File: src/hdl/hue_rotate_saturation_set_assert.svh
// Assertion macros for the hue rotate and saturation set block.
`ifndef HUE_ROTATE_SATURATION_SET_ASSERT_SVH
`define HUE_ROTATE_SATURATION_SET_ASSERT_SVH
// Implication that must hold at every clock edge outside reset.
`define HRS_ASSERT_IMPL(label, clk, rst_n, cond, prop, msg) \
	label: assert property (@(posedge clk) disable iff (!rst_n) (cond) |-> (prop)) \
		else $error(msg);
// Implication that must hold in the clock cycle after the condition.
`define HRS_ASSERT_NEXT(label, clk, rst_n, cond, prop, msg) \
	label: assert property (@(posedge clk) disable iff (!rst_n) (cond) |=> (prop)) \
		else $error(msg);
`endif

File: src/hdl/hrs_pkg.sv
// Package with shared types and constants for the hue rotate and saturation set block.
package hrs_pkg;
	localparam int unsigned HUE_SECTOR_W = 3;
	localparam int unsigned HUE_W        = 11;
	localparam logic [10:0] HUE_PERIOD   = 11'd1536;

	localparam logic [1:0] REG_COEF_DIAG  = 2'd0;
	localparam logic [1:0] REG_COEF_MINUS = 2'd1;
	localparam logic [1:0] REG_COEF_PLUS  = 2'd2;
	localparam logic [1:0] REG_SAT_LEVEL  = 2'd3;

	typedef struct packed {
		logic [7:0] r;
		logic [7:0] g;
		logic [7:0] b;
	} rgb_t;
endpackage

File: src/hdl/hue_rotate_saturation_set.sv
// Hue rotate and saturation set: one 8-bit RGB pixel in and out per clock once the
// pipeline is full and while the output is not stalled. The stages are, in order,
// rotation, min/max, hue divider, saturation and output. The whole pipeline advances
// together and holds while the output is stalled. The output register frees the
// input side whenever the output stage is empty or being taken.
module hue_rotate_saturation_set import hrs_pkg::*; #(
	parameter int unsigned COEF_FRAC_BITS = 14
) (
	input  logic        clk,
	input  logic        arst_n,
	input  logic        s_axis_tvalid,
	output logic        s_axis_tready,
	input  logic [23:0] s_axis_tdata,  // blue_in [23:16], green_in [15:8], red_in [7:0]
	output logic        m_axis_tvalid,
	input  logic        m_axis_tready,
	output logic [23:0] m_axis_tdata,  // blue_out [23:16], green_out [15:8], red_out [7:0]
	input  logic        cfg_we,
	input  logic [1:0]  cfg_index,
	input  logic [15:0] cfg_data
);
	`include "hue_rotate_saturation_set_assert.svh"

	localparam int unsigned LAT = 12;
	localparam int unsigned ACC_W = 8 + 16 + 3;

	logic signed [15:0] coef_diag_q, coef_minus_q, coef_plus_q;
	logic [7:0]         sat_level_q;

	always_ff @(posedge clk or negedge arst_n) begin
		if (!arst_n) begin
			coef_diag_q  <= 16'sd16384;
			coef_minus_q <= '0;
			coef_plus_q  <= '0;
			sat_level_q  <= 8'd255;
		end else if (cfg_we) begin
			unique case (cfg_index)
				REG_COEF_DIAG:  coef_diag_q  <= cfg_data;
				REG_COEF_MINUS: coef_minus_q <= cfg_data;
				REG_COEF_PLUS:  coef_plus_q  <= cfg_data;
				REG_SAT_LEVEL:  sat_level_q  <= cfg_data[7:0];
				default: ;
			endcase
		end
	end

	// Whole pipe advances when the output slot is free or being drained.
	logic en;
	logic [LAT-1:0] vld_q;
	assign en = !m_axis_tvalid || m_axis_tready;
	assign s_axis_tready = en;
	assign m_axis_tvalid = vld_q[LAT-1];

	always_ff @(posedge clk or negedge arst_n) begin
		if (!arst_n) vld_q <= '0;
		else if (en) vld_q <= {vld_q[LAT-2:0], s_axis_tvalid};
	end

	// s1: the nine products.
	logic [7:0] ri, gi, bi;
	assign ri = s_axis_tdata[7:0];
	assign gi = s_axis_tdata[15:8];
	assign bi = s_axis_tdata[23:16];
	logic signed [24:0] p_s1 [9];
	always_ff @(posedge clk) begin
		if (en) begin
			p_s1[0] <= $signed({1'b0, ri}) * coef_diag_q;
			p_s1[1] <= $signed({1'b0, gi}) * coef_minus_q;
			p_s1[2] <= $signed({1'b0, bi}) * coef_plus_q;
			p_s1[3] <= $signed({1'b0, ri}) * coef_plus_q;
			p_s1[4] <= $signed({1'b0, gi}) * coef_diag_q;
			p_s1[5] <= $signed({1'b0, bi}) * coef_minus_q;
			p_s1[6] <= $signed({1'b0, ri}) * coef_minus_q;
			p_s1[7] <= $signed({1'b0, gi}) * coef_plus_q;
			p_s1[8] <= $signed({1'b0, bi}) * coef_diag_q;
		end
	end

	// s2: sum, round half up, clip.
	function automatic logic [7:0] rnd_clip(input logic signed [ACC_W-1:0] acc);
		logic signed [ACC_W-1:0] t;
		logic signed [ACC_W-1:0] q;
		t = acc + (ACC_W'(1) <<< (COEF_FRAC_BITS - 1));
		q = t >>> COEF_FRAC_BITS;
		if (t < 0) return 8'd0;
		else if (q > 255) return 8'd255;
		else return q[7:0];
	endfunction

	rgb_t rot_s2;
	always_ff @(posedge clk) begin
		if (en) begin
			rot_s2.r <= rnd_clip(ACC_W'(p_s1[0]) + ACC_W'(p_s1[1]) + ACC_W'(p_s1[2]));
			rot_s2.g <= rnd_clip(ACC_W'(p_s1[3]) + ACC_W'(p_s1[4]) + ACC_W'(p_s1[5]));
			rot_s2.b <= rnd_clip(ACC_W'(p_s1[6]) + ACC_W'(p_s1[7]) + ACC_W'(p_s1[8]));
		end
	end

	// s3: max, min, dominant channel, step operands.
	logic [7:0] v_c, mn_c, a_c, b_c;
	logic [1:0] dom_c;
	always_comb begin
		v_c = rot_s2.r;
		if (rot_s2.g > v_c) v_c = rot_s2.g;
		if (rot_s2.b > v_c) v_c = rot_s2.b;
		mn_c = rot_s2.r;
		if (rot_s2.g < mn_c) mn_c = rot_s2.g;
		if (rot_s2.b < mn_c) mn_c = rot_s2.b;
		if (v_c == rot_s2.r) begin
			dom_c = 2'd0; a_c = rot_s2.g; b_c = rot_s2.b;
		end else if (v_c == rot_s2.g) begin
			dom_c = 2'd1; a_c = rot_s2.b; b_c = rot_s2.r;
		end else begin
			dom_c = 2'd2; a_c = rot_s2.r; b_c = rot_s2.g;
		end
	end

	logic [7:0] v_s3, d_s3, num_s3;
	logic [1:0] dom_s3;
	logic       neg_s3;
	always_ff @(posedge clk) begin
		if (en) begin
			v_s3   <= v_c;
			d_s3   <= v_c - mn_c;
			dom_s3 <= dom_c;
			neg_s3 <= a_c < b_c;
			num_s3 <= (a_c < b_c) ? b_c - a_c : a_c - b_c;
		end
	end

	// s4..s8: hue divider; tag carries v, dom, sign, grey flag.
	localparam int unsigned TAG_W = 12;
	logic [9:0]       quo_s8;
	logic [TAG_W-1:0] tag_s8;
	hrs_hue_div #(.TAG_W(TAG_W)) u_div (
		.clk    (clk),
		.en     (en),
		.num    (num_s3),
		.den    ((d_s3 == 8'd0) ? 8'd1 : d_s3),
		.tag_in ({d_s3 == 8'd0, neg_s3, dom_s3, v_s3}),
		.quo    (quo_s8),
		.tag_out(tag_s8)
	);

	// s9: hue wrap, chroma product.
	logic signed [12:0] h_c;
	logic [HUE_W-1:0]   h_w;
	always_comb begin
		h_c = $signed({2'b00, tag_s8[9:8], 9'd0})
			+ (tag_s8[10] ? -$signed({3'b000, quo_s8}) : $signed({3'b000, quo_s8}));
		if (tag_s8[11]) h_w = '0;
		else if (h_c < 0) h_w = HUE_W'(h_c + 13'sd1536);
		else if (h_c >= 13'sd1536) h_w = HUE_W'(h_c - 13'sd1536);
		else h_w = h_c[HUE_W-1:0];
	end

	logic [HUE_W-1:0] h_s9;
	logic [7:0]       v_s9;
	logic [15:0]      vs_s9;
	always_ff @(posedge clk) begin
		if (en) begin
			h_s9  <= h_w;
			v_s9  <= tag_s8[7:0];
			vs_s9 <= tag_s8[7:0] * sat_level_q;
		end
	end

	// s10: c = (vs+127)/255 via reciprocal: (t + (t>>8) + 1) >> 8 for t < 2^16 - 1.
	logic [16:0] t_c;
	logic [16:0] cq_c;
	always_comb begin
		t_c  = 17'(vs_s9) + 17'd127;
		cq_c = (t_c + (t_c >> 8) + 17'd1) >> 8;
	end

	logic [HUE_W-1:0] h_s10;
	logic [7:0]       v_s10, c_s10;
	always_ff @(posedge clk) begin
		if (en) begin
			h_s10 <= h_s9;
			v_s10 <= v_s9;
			c_s10 <= cq_c[7:0];
		end
	end

	// s11: x product.
	logic [8:0] fr_c;
	assign fr_c = h_s10[8] ? 9'd256 - {1'b0, h_s10[7:0]} : {1'b0, h_s10[7:0]};

	logic [HUE_SECTOR_W-1:0] sec_s11;
	logic [7:0]              v_s11, m_s11;
	logic [16:0]             xp_s11;
	always_ff @(posedge clk) begin
		if (en) begin
			sec_s11 <= h_s10[10:8];
			v_s11   <= v_s10;
			m_s11   <= v_s10 - c_s10;
			xp_s11  <= c_s10 * fr_c;
		end
	end

	// s12: sector table and output register.
	logic [8:0] x_c;
	logic [7:0] xc_c;
	rgb_t       o_c;
	always_comb begin
		x_c  = 9'((xp_s11 + 17'd128) >> 8) + {1'b0, m_s11};
		xc_c = x_c[8] ? 8'd255 : x_c[7:0];
		case (sec_s11)
			3'd0:    o_c = '{r: v_s11, g: xc_c,  b: m_s11};
			3'd1:    o_c = '{r: xc_c,  g: v_s11, b: m_s11};
			3'd2:    o_c = '{r: m_s11, g: v_s11, b: xc_c};
			3'd3:    o_c = '{r: m_s11, g: xc_c,  b: v_s11};
			3'd4:    o_c = '{r: xc_c,  g: m_s11, b: v_s11};
			default: o_c = '{r: v_s11, g: m_s11, b: xc_c};
		endcase
	end

	always_ff @(posedge clk) begin
		if (en) m_axis_tdata <= {o_c.b, o_c.g, o_c.r};
	end

	`HRS_ASSERT_NEXT(a_stall_hold, clk, arst_n, m_axis_tvalid && !m_axis_tready,
		$stable(m_axis_tdata) && m_axis_tvalid, "stalled output changed")
	`HRS_ASSERT_IMPL(a_ready_free, clk, arst_n, !m_axis_tvalid, s_axis_tready,
		"input blocked with empty output")
	`HRS_ASSERT_IMPL(a_hue_range, clk, arst_n, vld_q[8], h_s9 < HUE_PERIOD,
		"hue out of range")
	`HRS_ASSERT_IMPL(a_chroma, clk, arst_n, vld_q[9], c_s10 <= v_s10,
		"chroma above value")
endmodule

File: src/hdl/hrs_hue_div.sv
// Pipelined restoring divider for the hue step: round(num*256/d), one quotient bit a step.
module hrs_hue_div import hrs_pkg::*; #(
	parameter int unsigned TAG_W = 8
) (
	input  logic             clk,
	input  logic             en,
	input  logic [7:0]       num,
	input  logic [7:0]       den,
	input  logic [TAG_W-1:0] tag_in,
	output logic [9:0]       quo,
	output logic [TAG_W-1:0] tag_out
);
	// Dividend is num*256 + den/2 (< 2^17); quotient fits in 9 bits when num <= den.
	// 17 steps, registered after every fourth step and at the output.
	localparam int unsigned NST = 17;
	logic [16:0]      dvd_s [NST+1];
	logic [8:0]       rem_s [NST+1];
	logic [16:0]      q_s   [NST+1];
	logic [7:0]       den_s [NST+1];
	logic [TAG_W-1:0] tag_s [NST+1];

	always_comb begin
		dvd_s[0] = {1'b0, num, 8'd0} + {10'd0, den[7:1]};
		rem_s[0] = '0;
		q_s[0]   = '0;
		den_s[0] = den;
		tag_s[0] = tag_in;
	end

	for (genvar i = 0; i < NST; i++) begin : g_st
		logic [9:0] trial;
		always_comb trial = {rem_s[i], dvd_s[i][16-i]} - {2'd0, den_s[i]};
		// Register every fourth step to keep each stage short.
		if ((i % 4) == 3) begin : g_reg
			always_ff @(posedge clk) begin
				if (en) begin
					rem_s[i+1] <= trial[9] ? {rem_s[i][7:0], dvd_s[i][16-i]} : trial[8:0];
					q_s[i+1]   <= {q_s[i][15:0], ~trial[9]};
					dvd_s[i+1] <= dvd_s[i];
					den_s[i+1] <= den_s[i];
					tag_s[i+1] <= tag_s[i];
				end
			end
		end else begin : g_cmb
			always_comb begin
				rem_s[i+1] = trial[9] ? {rem_s[i][7:0], dvd_s[i][16-i]} : trial[8:0];
				q_s[i+1]   = {q_s[i][15:0], ~trial[9]};
				dvd_s[i+1] = dvd_s[i];
				den_s[i+1] = den_s[i];
				tag_s[i+1] = tag_s[i];
			end
		end
	end

	always_ff @(posedge clk) begin
		if (en) begin
			quo     <= q_s[NST][9:0];
			tag_out <= tag_s[NST];
		end
	end
endmodule
File: config.mk
export PLATFORM = sky130hd
export DESIGN_NAME = hue_rotate_saturation_set
export DESIGN_NICKNAME = d
export VERILOG_FILES = /design/src/hdl/hrs_pkg.sv /design/src/hdl/hue_rotate_saturation_set.sv /design/src/hdl/hrs_hue_div.sv
export VERILOG_INCLUDE_DIRS = /design/src /design/src/hdl
export SDC_FILE = /design/constraint.sdc
export NUM_CORES = 2
export LEC_CHECK = 0
export ABC_AREA = 1
export BUFFER_PORTS_ARGS = -buffer_cell sky130_fd_sc_hd__clkbuf_2
export CAP_MARGIN = 0
export CORE_UTILIZATION = 55
export CTS_CLUSTER_DIAMETER = 40
export DETAILED_ROUTE_END_ITERATION = 6
export GPL_ROUTABILITY_DRIVEN = 0
export HOLD_SLACK_MARGIN = 0.02
export MAX_ROUTING_LAYER = met4
export PLACE_DENSITY_LB_ADDON = 0.12
export REMOVE_ABC_BUFFERS = 1
export SLEW_MARGIN = 0
export SYNTH_ARGS = -nofsm -noshare
export SYNTH_HDL_FRONTEND = slang
export SYNTH_SLANG_ARGS = --single-unit
File: constraint.sdc
create_clock -name clk -period 31.2 [get_ports clk]
set_clock_uncertainty 0.1 [all_clocks]
set_input_delay 6.24 -clock clk [delete_from_list [all_inputs] [get_ports clk]]
set_output_delay 6.24 -clock clk [all_outputs]
set_load 0.05 [all_outputs]
==> run summary <==
Sequential fraction of the synthesis area: 0.220
Post-Syn Instances: 9869
PortBufs: 72
Via count: 61.6k
Clock transition at path regs: 0.06 ns
CP required: 24.86 ns
CP max FO: 49
Reg2reg setup slack: 22.35 ns
WL per Instance: 16.3 um
Clk_lat worst skew: 0.75 ns
Layout cells sized above 1: 0.0479
Initial Util: 0.554
Final Net Count: 11.8k
WHS Endpoint: u_div.tag_s[80]
Final Critical Period: 13.58 ns
Critical path class: in -> out
H-tree depth: 3
DP Cell Count: 11.7k
R2R Path End: u_div.rem_s[87]
Class of the worst hold path: reg -> reg
Largest net degree at the start of global routing: 84
# setup viols final: 0
First-pass GRT wire length: 320 mm
Leading post-synthesis cells by cell area: fa_1 26%, edfxtp_1 20%, ha_1 13%
CTS root buf: clkbuf_16
Area grow syn2layout: 7.35%
GRT Overall Usage: 0.272
Final hold violation count: 0
Top-count cell post-synth: inv_1
Slew HR: 0.223
Worst r2r src: u_div.den_s[81]
Hold path cells: 0
Crit start category: input port
Number of synthesized flops with an enable pin: 550
Syn Area/Cell: 8.41 um2
Cts repair resizes: 0
Fillcell total: 13.2k
DP Wirelength: 149 mm
Ys async rst share: 0.110
Core ar.: 0.150 mm2
Drt first pass iters: 5
Yosys cell types: 67
Clock Tree Buf Depth: 3
Worst-margin pin slew: 1.15 ns
I/O Pins: 73
Final ANT Viol Nets: 0
Post-CTS setup buffers: 0
Die Width: 390 um
Remaining DRCs: 0
Yosys reg bits: 618
Iter 0 DRT Violations: 4534
Crit. End Element: output pin
Max Slew Vio Count: 0
Chip height: 390 um
TritonCTS clock tree: done
Fin crit share: 0.435
Row count: 142
Finished Layout Cells: 11.9k
Final wirelength: 195 mm
Max Clk Rate: 73.6 MHz
Setup TNS: 0 ns
Via density: 5.17
Hold_buf cts: 0
RSZ-0062 raised after global routing: no
Reg2Reg Depth: 51
CTS sink count: 618
MaxCap Viol Count: 0
Synth warn: 0
Critical Path AT: 7.24 ns
Ys flop type: edfxtp_1
Status: completed
Die ar.: 0.152 mm2
Vias in the first global route: 61.6k
Hold_sp: u_div.tag_s[128]
Top post-synthesis cells by count: 2644 x inv_1, 2246 x nand2_1, 1087 x fa_1
Synth area leader: fa_1
Synth top area share: 0.262
Cell Area, Synth: 0.0830 mm2
Initial antenna violation count: 3
CTS Buf Count: 111
GR Overflow Total: 0
[worst max path at each step]
stage / start / endpoint / slack [ns]
after floorplan: m_axis_tready / s_axis_tready / 6.41
after global placement: m_axis_tready / s_axis_tready / 17.56
after detailed placement: m_axis_tready / s_axis_tready / 17.57
after CTS: m_axis_tready / s_axis_tready / 17.57
after global routing: m_axis_tready / s_axis_tready / 17.50
final: m_axis_tready / s_axis_tready / 17.62
[critical path, cell delays in order]
cell and delay [ns]:
clkbuf_2 0.07, inv_1 0.05, nand2_4 0.40, clkbuf_2 0.45
[per-stage QoR]
stage	utilization	hold WS, ns	cell area, um2	setup WS [ns]
after floorplan	-	0.300	81700	6.41
after global placement	0.569	0.301	85200	17.56
after detailed placement	0.569	0.305	85200	17.57
after CTS	0.595	0.317	89000	17.57
after global routing	0.595	0.316	89100	17.50
final	0.595	0.310	89100	17.62
[routing by layer]
layer | vias up | global-route usage | part of all wire
met5 | - | - | 0
met4 | 0 | 0.0923 | 0.038
met3 | 340 | 0.0371 | 0.063
met2 | 1768 | 0.432 | 0.46
met1 | 29800 | 0.359 | 0.43
li1 | 29700 | - | -
[cell type report]
class                           count  area [um2]  area share
Clock buffer                      119        2840      0.0319
Antenna cell                        3        7.51   0.0000843
Clock inverter                     91         983      0.0110
Inverter                         2655        9970       0.112
Timing Repair Buffer              160        1020      0.0115
Tap cell                         2016        2520      0.0283
Multi-Input combinational cell   6265       53500       0.601
Sequential cell                   618       18200       0.205
[flip-flops by register name (all words and copies together), names as in the netlist, 10 cells and up]
name,flops
u_div.tag_out,12
u_div.quo,10
coef_diag_q,16
xp_s11,10
rot_s2,24
u_div.tag_s,48
p_s1,225
coef_minus_q,16
u_div.rem_s,36
h_s9,11
h_s10,11
u_div.den_s,30
u_div.q_s,15
vs_s9,16
coef_plus_q,16
vld_q,12
m_axis_tdata,24
[cells in the final DEF, fill, tap and decap left out, drive strengths merged, types with 190 or more instances in the layout]
cell    synthesis  routed
a21oi         483     483
clkbuf        280     190
edfxtp        550     550
fa           1087    1087
ha            865     865
inv          2652    2690
nand2        2298    2298
nand3         281     281
nor2          239     239
o21ai         341     341
xor2          265     265
[cells by family after synthesis]
logic type,count (synthesis),synth area share
AO/OA/AOI/OAI,966,0.0635
XOR/XNOR,410,0.0433
adder cells (fa/ha/maj),1952,0.393
flip-flops,618,0.220
multiplexers,5,0.000633
AND/OR/NAND/NOR,2931,0.144
buffers and inverters,2986,0.136
other,1,0.0000452
Power is not shown: default switching activity piles up to over one toggle a cycle in this logic, so the estimate is an artifact.
